[src/lfc_pkg.sv]
// shared types and constants of the led linear fade controller
// no dependencies
`timescale 1ns / 1ps

package lfc_pkg;

  localparam int TimeBitsDef = 16;

  localparam int LvlW  = 7;
  localparam int DurW  = 16;
  localparam int KindW = 3;
  localparam int DataW = 32;
  localparam int AddrW = 4;
  localparam int QuoW  = 7;
  localparam int ProdW = DurW + LvlW;
  localparam int StepW = 3;

  localparam logic [KindW-1:0] KindTick   = 3'd0;
  localparam logic [KindW-1:0] KindFade   = 3'd1;
  localparam logic [KindW-1:0] KindSet    = 3'd2;
  localparam logic [KindW-1:0] KindOn     = 3'd3;
  localparam logic [KindW-1:0] KindOff    = 3'd4;
  localparam logic [KindW-1:0] KindToggle = 3'd5;

  localparam logic [1:0] RegMin = 2'd0;
  localparam logic [1:0] RegMax = 2'd1;
  localparam logic [1:0] RegDur = 2'd2;

  // controller to datapath
  typedef struct packed {
    logic load;
    logic exec;
    logic mul;
    logic div;
    logic wb;
    logic out_load;
  } cmd_t;

  // datapath to controller
  typedef struct packed {
    logic need_div;
    logic div_last;
    logic out_free;
  } sts_t;

endpackage

[src/lfc_ctrl.sv]
// controller state machine of the led linear fade controller
// depends on lfc_pkg
`timescale 1ns / 1ps

module lfc_ctrl (
  input  logic          clk_i,
  input  logic          rst_ni,
  input  logic          in_valid_i,
  output logic          in_stall_o,
  input  lfc_pkg::sts_t sts_i,
  output lfc_pkg::cmd_t cmd_o
);
  import lfc_pkg::*;

  typedef enum logic [5:0] {
    S_IDLE = 6'b000001,
    S_EXEC = 6'b000010,
    S_MUL  = 6'b000100,
    S_DIV  = 6'b001000,
    S_WB   = 6'b010000,
    S_OUT  = 6'b100000
  } state_e;

  state_e state_q, state_d;

  always_comb begin
    state_d = state_q;
    cmd_o   = '0;
    unique case (state_q)
      S_IDLE: begin
        if (in_valid_i) begin
          cmd_o.load = 1'b1;
          state_d    = S_EXEC;
        end
      end
      S_EXEC: begin
        cmd_o.exec = 1'b1;
        state_d    = sts_i.need_div ? S_MUL : S_OUT;
      end
      S_MUL: begin
        cmd_o.mul = 1'b1;
        state_d   = S_DIV;
      end
      S_DIV: begin
        cmd_o.div = 1'b1;
        if (sts_i.div_last) begin
          state_d = S_WB;
        end
      end
      S_WB: begin
        cmd_o.wb = 1'b1;
        state_d  = S_OUT;
      end
      S_OUT: begin
        if (sts_i.out_free) begin
          cmd_o.out_load = 1'b1;
          state_d        = S_IDLE;
        end
      end
      default: begin
        state_d = S_IDLE;
      end
    endcase
  end

  always_ff @(posedge clk_i or negedge rst_ni) begin
    if (!rst_ni) begin
      state_q <= S_IDLE;
    end else begin
      state_q <= state_d;
    end
  end

  assign in_stall_o = (state_q != S_IDLE);

endmodule

[src/lfc_datapath.sv]
// datapath of the led linear fade controller: level state, multiplier,
// seven-step restoring divider and output register; depends on lfc_pkg
`timescale 1ns / 1ps

module lfc_datapath #(
  parameter int TIME_BITS = lfc_pkg::TimeBitsDef
) (
  input  logic                       clk_i,
  input  logic                       rst_ni,
  input  lfc_pkg::cmd_t              cmd_i,
  output lfc_pkg::sts_t              sts_o,
  input  logic [lfc_pkg::KindW-1:0]  kind_i,
  input  logic [lfc_pkg::LvlW-1:0]   value_i,
  input  logic [lfc_pkg::LvlW-1:0]   min_i,
  input  logic [lfc_pkg::LvlW-1:0]   max_i,
  input  logic [lfc_pkg::DurW-1:0]   dur_i,
  input  logic                       out_stall_i,
  output logic                       out_valid_o,
  output logic [lfc_pkg::LvlW-1:0]   out_level_o,
  output logic                       out_is_on_o,
  output logic                       out_is_off_o,
  output logic                       out_fading_o
);
  import lfc_pkg::*;

  localparam int CmpW = (TIME_BITS > DurW) ? TIME_BITS : DurW;
  localparam logic [TIME_BITS-1:0] TimeTop = {TIME_BITS{1'b1}};

  logic [KindW-1:0]     kind_q;
  logic [LvlW-1:0]      value_q;
  logic [LvlW-1:0]      level_q, level_d;
  logic [LvlW-1:0]      start_q, start_d;
  logic [LvlW-1:0]      target_q, target_d;
  logic [TIME_BITS-1:0] elapsed_q, elapsed_d;
  logic [ProdW-1:0]     rem_q, rem_d;
  logic [QuoW-1:0]      quo_q, quo_d;
  logic [StepW-1:0]     step_q, step_d;
  logic                 neg_q, neg_d;
  logic                 out_valid_q, out_valid_d;
  logic [LvlW-1:0]      out_level_q;
  logic                 out_is_on_q, out_is_off_q, out_fading_q;

  logic [TIME_BITS-1:0] el_inc;
  logic [CmpW-1:0]      el_ext;
  logic [CmpW-1:0]      dur_ext;
  logic                 fade_req;
  logic [LvlW-1:0]      fade_goal;
  logic [LvlW-1:0]      clamped;
  logic [LvlW:0]        span;
  logic [LvlW-1:0]      mag;
  logic [ProdW-1:0]     trial;

  // elapsed time for a tick, saturating
  assign el_inc  = (elapsed_q == TimeTop) ? elapsed_q : elapsed_q + 1'b1;
  assign el_ext  = CmpW'(elapsed_q);
  assign dur_ext = CmpW'(dur_i);

  assign sts_o.need_div = (kind_q == KindTick) && (level_q != target_q) &&
                          (dur_i != '0) && (CmpW'(el_inc) < dur_ext);
  assign sts_o.div_last = (step_q == '0);
  assign sts_o.out_free = !out_valid_q || !out_stall_i;

  // goal of a fade command
  always_comb begin
    fade_req  = 1'b0;
    fade_goal = value_q;
    unique case (kind_q)
      KindFade: begin
        fade_req  = 1'b1;
        fade_goal = value_q;
      end
      KindOn: begin
        fade_req  = 1'b1;
        fade_goal = max_i;
      end
      KindOff: begin
        fade_req  = 1'b1;
        fade_goal = min_i;
      end
      KindToggle: begin
        priority if (level_q == max_i) begin
          fade_req  = 1'b1;
          fade_goal = min_i;
        end else if (level_q == min_i) begin
          fade_req  = 1'b1;
          fade_goal = max_i;
        end else begin
          fade_req = 1'b0;
        end
      end
      default: begin
        fade_req = 1'b0;
      end
    endcase
  end

  always_comb begin
    priority if (value_q < min_i) begin
      clamped = min_i;
    end else if (value_q > max_i) begin
      clamped = max_i;
    end else begin
      clamped = value_q;
    end
  end

  assign span  = {1'b0, target_q} - {1'b0, start_q};
  assign mag   = span[LvlW] ? LvlW'(-span) : span[LvlW-1:0];
  assign trial = ProdW'(dur_i) << step_q;

  always_comb begin
    level_d   = level_q;
    start_d   = start_q;
    target_d  = target_q;
    elapsed_d = elapsed_q;
    rem_d     = rem_q;
    quo_d     = quo_q;
    step_d    = step_q;
    neg_d     = neg_q;
    if (cmd_i.exec) begin
      if (kind_q == KindTick) begin
        elapsed_d = el_inc;
        if ((level_q != target_q) && !sts_o.need_div) begin
          level_d = target_q;
        end
      end else if (kind_q == KindSet) begin
        level_d  = clamped;
        target_d = clamped;
      end else if (fade_req) begin
        if (dur_i != '0) begin
          start_d   = level_q;
          target_d  = fade_goal;
          elapsed_d = '0;
        end else begin
          level_d  = fade_goal;
          target_d = fade_goal;
        end
      end
    end
    if (cmd_i.mul) begin
      rem_d  = ProdW'(el_ext[DurW-1:0]) * ProdW'(mag);
      quo_d  = '0;
      step_d = StepW'(QuoW - 1);
      neg_d  = span[LvlW];
    end
    if (cmd_i.div) begin
      if (rem_q >= trial) begin
        rem_d         = rem_q - trial;
        quo_d[step_q] = 1'b1;
      end
      step_d = step_q - 1'b1;
    end
    if (cmd_i.wb) begin
      level_d = neg_q ? start_q - quo_q : start_q + quo_q;
    end
  end

  always_comb begin
    out_valid_d = out_valid_q;
    if (out_valid_q && !out_stall_i) begin
      out_valid_d = 1'b0;
    end
    if (cmd_i.out_load) begin
      out_valid_d = 1'b1;
    end
  end

  always_ff @(posedge clk_i or negedge rst_ni) begin
    if (!rst_ni) begin
      level_q     <= '0;
      start_q     <= '0;
      target_q    <= '0;
      elapsed_q   <= '0;
      out_valid_q <= 1'b0;
    end else begin
      level_q     <= level_d;
      start_q     <= start_d;
      target_q    <= target_d;
      elapsed_q   <= elapsed_d;
      out_valid_q <= out_valid_d;
    end
  end

  always_ff @(posedge clk_i) begin
    if (cmd_i.load) begin
      kind_q  <= kind_i;
      value_q <= value_i;
    end
    rem_q  <= rem_d;
    quo_q  <= quo_d;
    step_q <= step_d;
    neg_q  <= neg_d;
    if (cmd_i.out_load) begin
      out_level_q  <= level_q;
      out_is_on_q  <= (level_q == max_i);
      out_is_off_q <= (level_q == min_i);
      out_fading_q <= (level_q != target_q);
    end
  end

  assign out_valid_o  = out_valid_q;
  assign out_level_o  = out_level_q;
  assign out_is_on_o  = out_is_on_q;
  assign out_is_off_o = out_is_off_q;
  assign out_fading_o = out_fading_q;

endmodule

[src/led_linear_fade_controller.sv]
// top level of the led linear fade controller: register port, controller
// and datapath; depends on lfc_pkg, lfc_ctrl and lfc_datapath
//
//   channel  direction  handshake              words
//   in       sink       in_valid_i/in_stall_o  kind, value
//   out      source     out_valid_o/out_stall_i level, is_on, is_off, fading
//   cfg      apb slave  psel/penable/pready    min, max, duration
//
// a tick that moves the level mid-fade passes exec, mul, the seven-step divider loop,
// wb and out from acceptance to result; every other word passes exec and out
// one word is in work at a time; the next is taken while a result waits
// reset is asynchronous and active low; no memory to clear
// a stalled output holds the finished word until it is taken
`timescale 1ns / 1ps

module led_linear_fade_controller #(
  parameter int TIME_BITS = lfc_pkg::TimeBitsDef
) (
  input  logic                       clk_i,
  input  logic                       rst_ni,
  input  logic                       in_valid_i,
  output logic                       in_stall_o,
  input  logic [lfc_pkg::KindW-1:0]  in_kind_i,
  input  logic [lfc_pkg::LvlW-1:0]   in_value_i,
  output logic                       out_valid_o,
  input  logic                       out_stall_i,
  output logic [lfc_pkg::LvlW-1:0]   out_level_o,
  output logic                       out_is_on_o,
  output logic                       out_is_off_o,
  output logic                       out_fading_o,
  input  logic                       psel,
  input  logic                       penable,
  input  logic                       pwrite,
  input  logic [lfc_pkg::AddrW-1:0]  paddr,
  input  logic [lfc_pkg::DataW-1:0]  pwdata,
  output logic [lfc_pkg::DataW-1:0]  prdata,
  output logic                       pready
);
  import lfc_pkg::*;

  logic [LvlW-1:0] min_q;
  logic [LvlW-1:0] max_q;
  logic [DurW-1:0] dur_q;
  logic            wr_en;
  cmd_t            cmd;
  sts_t            sts;

  assign pready = 1'b1;
  assign wr_en  = psel && penable && pwrite;

  always_ff @(posedge clk_i or negedge rst_ni) begin
    if (!rst_ni) begin
      min_q <= '0;
      max_q <= LvlW'(100);
      dur_q <= '0;
    end else if (wr_en) begin
      unique case (paddr[3:2])
        RegMin:  min_q <= pwdata[LvlW-1:0];
        RegMax:  max_q <= pwdata[LvlW-1:0];
        RegDur:  dur_q <= pwdata[DurW-1:0];
        default: ;
      endcase
    end
  end

  always_comb begin
    unique case (paddr[3:2])
      RegMin:  prdata = DataW'(min_q);
      RegMax:  prdata = DataW'(max_q);
      RegDur:  prdata = DataW'(dur_q);
      default: prdata = '0;
    endcase
  end

  lfc_ctrl u_ctrl (
    .clk_i      (clk_i),
    .rst_ni     (rst_ni),
    .in_valid_i (in_valid_i),
    .in_stall_o (in_stall_o),
    .sts_i      (sts),
    .cmd_o      (cmd)
  );

  lfc_datapath #(
    .TIME_BITS (TIME_BITS)
  ) u_datapath (
    .clk_i        (clk_i),
    .rst_ni       (rst_ni),
    .cmd_i        (cmd),
    .sts_o        (sts),
    .kind_i       (in_kind_i),
    .value_i      (in_value_i),
    .min_i        (min_q),
    .max_i        (max_q),
    .dur_i        (dur_q),
    .out_stall_i  (out_stall_i),
    .out_valid_o  (out_valid_o),
    .out_level_o  (out_level_o),
    .out_is_on_o  (out_is_on_o),
    .out_is_off_o (out_is_off_o),
    .out_fading_o (out_fading_o)
  );

endmodule

[config.mk]
export PLATFORM = sky130hd
export DESIGN_NAME = led_linear_fade_controller
export DESIGN_NICKNAME = d
export VERILOG_FILES = /design/src/lfc_pkg.sv /design/src/lfc_ctrl.sv /design/src/lfc_datapath.sv /design/src/led_linear_fade_controller.sv
export SDC_FILE = /design/constraint.sdc
export NUM_CORES = 1
export LEC_CHECK = 0
export BUFFER_PORTS_ARGS = -buffer_cell sky130_fd_sc_hd__buf_2
export CORE_MARGIN = 3
export CORE_UTILIZATION = 55
export DETAILED_ROUTE_END_ITERATION = 16
export PLACE_DENSITY = 0.77
export SYNTH_ARGS = -nofsm -noshare
export SYNTH_HDL_FRONTEND = slang
export SYNTH_SLANG_ARGS = --single-unit
[constraint.sdc]
create_clock -name clk_i -period 7.15 [get_ports clk_i]
set_clock_uncertainty 0.15 [all_clocks]
set_input_delay 0.715 -clock clk_i [delete_from_list [all_inputs] [get_ports clk_i]]
set_output_delay 0.715 -clock clk_i [all_outputs]
set_load 0.01 [all_outputs]
== After elaboration in Yosys (flattened, before gate mapping) ==
Index checks and enable logic that the tools add are counted.

* Output and inout bits: 45
* Word-level logic and storage cells: 143
* Register bits: 128
* Input bits: 53

* Mux-type cells: 50
* Add/sub/neg operators: 7
* Shift operators: 1
* Equal/unequal tests: 24
* Multipliers: 1
* Bitwise logic cells: 3
* Order comparisons: 6
* Reductions and logical operators: 32

{| class="wikitable"
|+ Operators with widths
! cell !! number
|-
| two-way mux 7 bit || 18
|-
| two-way mux 16 bit || 5
|-
| two-way mux 23 bit || 3
|-
| case mux 16 bit (3 select lines) || 1
|-
| case mux 6 bit (6 select lines) || 1
|-
| two-way mux 6 bit || 4
|-
| >= comparator 23 bit || 1
|-
| multiplier 16 x 7 -> 23 bit || 1
|-
| left shift 16 x 3 -> 23 bit || 1
|-
| subtractor 23 bit || 1
|-
| case mux 7 bit (3 select lines) || 1
|-
| adder 16 x 1 -> 16 bit (second input constant) || 1
|-
| equality test 16 bit (second input constant) || 1
|-
| < comparator 16 bit || 1
|-
| nonzero test 16 bit || 1
|-
| equality test 7 bit || 2
|-
| two-way mux 1 bit || 13
|-
| nonzero test 2 bit || 6
|-
| logical AND 1 bit || 8
|-
| AND reduction 4 bit || 2
|-
| subtractor 7 x 7 -> 8 bit || 1
|-
| adder 7 bit || 1
|-
| greater-than comparator 7 bit || 1
|-
| < comparator 7 bit || 1
|-
| other kinds (36) || 48
|}

== Logic depth before layout (Yosys ltp) ==
* Depth in word-level cells: 10
* Gate-level depth with buffers: 31
* Gate-level depth less buffers: 30

== Hierarchy ==
Synthesis repeated with hierarchy kept, for this count alone.

* Cell total of the unflattened synthesis: 1,522
* Area total of the unflattened synthesis: 13,365.3 sq um

{| class="wikitable"
|+ By module, submodules not included
! module !! seq. area each (sq um) !! area an instance (sq um) !! cells each !! instances
|-
| lfc_datapath || 2,272.2 || 11,451.0 || 1,363 || 1
|-
| led_linear_fade_controller || 754.5 || 1,539.0 || 119 || 1
|-
| lfc_ctrl || 151.4 || 375.4 || 40 || 1
|}

== Worst setup path after synthesis ==
No wires, ideal clock.

* Kind: flip-flop to flip-flop
* From: register u_datapath.target_q[0]
* To: register u_datapath.rem_q[21]
* Required time: 6.879 ns
* Arrival time: 6.982 ns
* Period minus slack after synthesis: 7.253 ns
* Slack: -0.103 ns
* Stages on the path, launching flop included: 31
* Cell sequence: dfrtp_1 > inv_1 > ha_1 > inv_1 > fa_1 > nand2_1 > nand2_1 > a21oi_1 > xnor2_1 > or3_1 > o211ai_1 > xnor2_1 > clkbuf_1 > and2_1 > fa_1 > inv_1 > fa_1 > inv_1 > fa_1 > inv_1 > fa_1 > inv_1 > ha_1 > a2111oi_0 > o21ai_0 > a2111o_1 > o2111a_1 > o21ai_0 > nand3_1 > a31o_2 > mux2_2

* Longest elaborated chain between the ends: 7

{| class="wikitable"
|+ Ends and longest elaborated chain
! what !! RTL line !! text
|-
| start: declaration || lfc_datapath.sv:33 || <nowiki>logic [LvlW-1:0] target_q, target_d;</nowiki>
|-
| start signal: assignment || lfc_datapath.sv:178 || <nowiki>target_q <= target_d;</nowiki>
|-
| subtractor 7 x 7 -> 8 bit (*) || lfc_datapath.sv:107 || <nowiki>assign span = {1'b0, target_q} - {1'b0, start_q};</nowiki>
|-
| negator 7 bit || lfc_datapath.sv:108 || <nowiki>assign mag = span[LvlW] ? LvlW'(-span) : span[LvlW-1:0];</nowiki>
|-
| two-way mux 7 bit (*) || lfc_datapath.sv:108 ||
|-
| multiplier 16 x 7 -> 23 bit (*) || lfc_datapath.sv:141 || <nowiki>rem_d = ProdW'(el_ext[DurW-1:0]) * ProdW'(mag);</nowiki>
|-
| two-way mux 23 bit (*) || lfc_datapath.sv:140 || <nowiki>if (cmd_i.mul) begin</nowiki>
|-
| two-way mux 23 bit || lfc_datapath.sv:147 || <nowiki>if (rem_q >= trial) begin</nowiki>
|-
| two-way mux 23 bit (*) || lfc_datapath.sv:146 || <nowiki>if (cmd_i.div) begin</nowiki>
|-
| net u_datapath.rem_d[21] || lfc_datapath.sv:35 || <nowiki>logic [ProdW-1:0] rem_q, rem_d;</nowiki>
|-
| end signal: assignment || lfc_datapath.sv:189 || <nowiki>rem_q <= rem_d;</nowiki>
|-
| end: declaration || lfc_datapath.sv:35 ||
|}

The timed path passes the listed nets; every way through them passes the cells marked *.
A chain may end at the register's enable or synchronous reset.

== Final worst setup path ==
Same ends and word-level chain as after synthesis.

==> results.yml <==
yosys:
  syn-cell-area_mm2: 0.0132
  yosysUniqueCellTypes: 85
  synth.avg_cell_area_um2: 8.60
  synth_edf_count: 24
  ys_seq_area_share_pct: 24.0
  synthMuxAreaShare_pct: 6.82
  netlist_instances: 1539
  postSynthRegisterBits: 128
  synthArstFlopShare_pct: 57.8
  synth_top_flop_cell: "dfrtp_1"
  synth_top_family_by_area: "adder cells"
  synth_xor_area_share_pct: 6.02
  synth_fa_ha_area_share_pct: 21.3
  yosysWarningCount: 0
  synth_compound_area_share_pct: 16.7
  synth-simple-area-share_pct: 16.6
setup_path:
  crit_path_max_incr_delay_ns: 0.51
  required_ns: 7.31
  r2r-end: "u_datapath.rem_q[21]$_DFF_P_"
  crit_slowest_cell: "fa_1"
  timing.rr.start: "u_datapath.target_q[0]$_DFFE_PN0P_"
  worst_r2r_path_depth: 30
  startpoint_type: "flop"
  rrSetupSlack_ns: 0.14
  critical_path.max_fanout: 7
  crit_arrival_ns: 7.17
  end_kind: "flop"
  path_class: "flop to flop"
route:
  viasPerCell: 5.90
  drtIter0Drc: 956
  remaining_drc_errors: 0
  vias: 11500
  drt-total-wl_um: 35500
  postRouteAntennaNets: 0
  firstDrtPassIters: 6
  wl_per_cell_um: 18.3
global_route:
  grt_max_degree: 75
  grtUsageTotal_pct: 26.8
  grt_pass1_vias: 11300
  grt_antenna_before_repair: 1
  grt_pass1_wl_um: 56300
  grt.overflow.total: 0
sta:
  slew_violations: 0
  min_period_ns: 7.01
  final.setup.tns_ns: 0
  finalHoldViolCount: 0
  rsz0062_at_grt: "yes"
  finalCritPeriodShare_pct: 98.0
  worst_pin_slew_ns: 1.27
  fmax_mhz: 143
  max_slew_margin_pct: 14.9
  finalSetupViolCount: 0
clocking:
  cts-buffers-inserted: 17
  insertion_delay_ns: 0.43
  cts_tree: "yes"
  clock_path_buffers: 2
  cts_hold_buf: 0
  path_clk_slew_ns: 0.06
  cts_root_buf: "clkbuf_16"
  htreeDepth: 4
  clock_sinks: 128
floorplan:
  dieArea_mm2: 0.0260
  core_region_area_mm2: 0.0235
  die_w_um: 161
  placementRows: 56
  die_height_um: 161
  start_util_pct: 56.2
  num_io_pins: 98
status:
  status: "finished clean"
flow_run:
  drv_cap: 0
finish:
  drive_above_1_share_pct: 17.1
  fillCellCount: 1874
  final-seq-area_mm2: 0.00318
  multi_input_area_mm2: 0.00935
  area_growth_pct: 14.2
  finalInstanceArea_mm2: 0.0151
  nNetsFinal: 1843
power:
  power_mw: 5.17
  ir_worst_vdd_mv: 0.229
  powerDensity_mw_per_mm2: 342
  power.leakage_nw: 7.17
placement:
  place_area_mm2: 0.0140
  portBuffers: 62
  dp_hpwl_um: 26000
  place.gp.congestion: 0.936
hold_path:
  hold_class: "primary input to asynchronous set/reset pin"
-- critical path: cells and delay by family (launching register included) --
kind / cells / cell delay, ns
adder cells (fa/ha/maj): 8 / 3.05
AO/OA/AOI/OAI: 7 / 1.51
flip-flops: 1 / 0.38
buffers and inverters: 8 / 0.62
AND/OR/NAND/NOR: 5 / 0.74
multiplexers: 1 / 0.25
XOR/XNOR: 1 / 0.16
-- stage by stage --
step	cells	hold slack (ns)	setup slack, ns	util, %
2_1_floorplan	1554	0.269	0.0197	-
3_3_place_gp	1900	0.317	-0.0762	59.5
3_5_place_dp	1900	0.326	-0.274	59.5
4_1_cts	1933	0.300	0.0131	62.6
5_1_grt	1940	0.296	-0.0993	64.2
6_report	1941	0.293	0.141	64.2
-- cell type report --
cell class,instances,share of cell area (%)
clock inverters,14,1.50
well taps,319,2.64
multi-input cells,1149,61.9
repair buffers,120,5.32
diodes,1,0.0166
flip-flops and latches,128,21.0
clock buffers,18,2.84
inverters,192,4.77
-- logic make-up (layout without fill, tap and decap cells) --
kind of cell               count (synthesis)  count (layout)
xor gates and xnor gates                  91              91
and+or+nand+nor                          445             445
muxes                                     76              76
DFF                                      128             128
other                                      2              18
buffers and inverters                    277             344
AOI/OAI and AO/OA                        338             338
adders and majority gates                182             182
-- cells in the mapped netlist (24+ instances only) --
| master | n | share of area (%) |
|---|---|---|
| nor2b_1 | 42 | 2.0 |
| dfrtp_1 | 70 | 13 |
| dfxtp_1 | 30 | 4.5 |
| clkbuf_1 | 59 | 1.7 |
| and2_1 | 35 | 1.7 |
| inv_1 | 190 | 5.4 |
| xor2_1 | 32 | 2.1 |
| fa_1 | 72 | 11 |
| mux2i_1 | 44 | 3.3 |
| nand2_1 | 173 | 4.9 |
| nor2_1 | 64 | 1.8 |
| xnor2_1 | 59 | 3.9 |
| a21o_1 | 35 | 2.0 |
| ha_1 | 110 | 10 |
| edfxtp_1 | 24 | 5.4 |
| a21oi_1 | 83 | 3.1 |
| o21ai_0 | 94 | 3.6 |
| nand2b_1 | 31 | 1.5 |
-- worst max path at each step --
stage	start	to	slack (ns)	cells past startpoint
4_1_cts	u_datapath.start_q[1]$_DFFE_PN0P_	u_datapath.rem_q[21]$_DFF_P_	0.01	29
6_report	u_datapath.target_q[0]$_DFFE_PN0P_	u_datapath.rem_q[21]$_DFF_P_	0.14	30
2_1_floorplan	u_datapath.target_q[0]$_DFFE_PN0P_	u_datapath.rem_q[21]$_DFF_P_	0.02	30
3_5_place_dp	u_datapath.start_q[1]$_DFFE_PN0P_	u_datapath.rem_q[21]$_DFF_P_	-0.27	30
5_1_grt	u_datapath.target_q[0]$_DFFE_PN0P_	u_datapath.rem_q[21]$_DFF_P_	-0.1	30
3_3_place_gp	u_datapath.target_q[0]$_DFFE_PN0P_	u_datapath.rem_q[21]$_DFF_P_	-0.08	31
-- sequential cells by signal, indices dropped and copies added (netlist names), 6 cells and up --
| name | count |
|---|---|
| dur_q | 16 |
| max_q | 7 |
| min_q | 7 |
| u_ctrl.state_q | 6 |
| u_datapath.el_ext | 16 |
| u_datapath.level_q | 7 |
| u_datapath.out_level_o | 7 |
| u_datapath.quo_q | 7 |
| u_datapath.rem_q | 23 |
| u_datapath.start_q | 7 |
| u_datapath.target_q | 7 |
| u_datapath.value_q | 7 |
-- power breakdown --
group          internal [mW]  switching [mW]
sequential             0.894           0.257
combinational           1.37            1.66
clock                  0.625           0.361
total                   2.89            2.28
-- layout by cell type, fill, tap and decap left out, types with 11 or more instances in the layout --
cell type / n
ha_1: 97
nand3_1: 21
ha_4: 11
a21oi_1: 78
o21ai_0: 88
a21o_1: 35
edfxtp_1: 24
mux2_2: 22
clkbuf_16: 17
xor2_1: 32
nor3_1: 15
nand2_1: 173
and3_1: 13
mux2i_1: 44
nor2b_1: 42
and2_1: 25
nand2b_1: 31
inv_1: 169
o21a_1: 11
fa_1: 71
dfrtp_1: 70
inv_2: 22
nor2_1: 64
conb_1: 17
xnor2_1: 54
buf_4: 49
buf_2: 61
dfxtp_1: 30
-- layer usage --
layer  track usage, %  wire (µm)  share of wire [%]  vias to the layer above
met5                0          0                  0                        -
met1             34.9      14600                 41                     5521
met3             5.41       2840                8.0                       71
met2             44.4      17100                 48                      528
li1                 -          -                  -                     5341
met4             10.0       1020                2.9                        0
-- timing repair --
| item | CTS | global route |
|---|---|---|
| setup buffers | 1 | 8 |
| pin swaps | 15 | 66 |
| setup endpoints to repair | 5 | 10 |
| resized for setup | 17 | 80 |
Power figures use the tool's default switching activity.
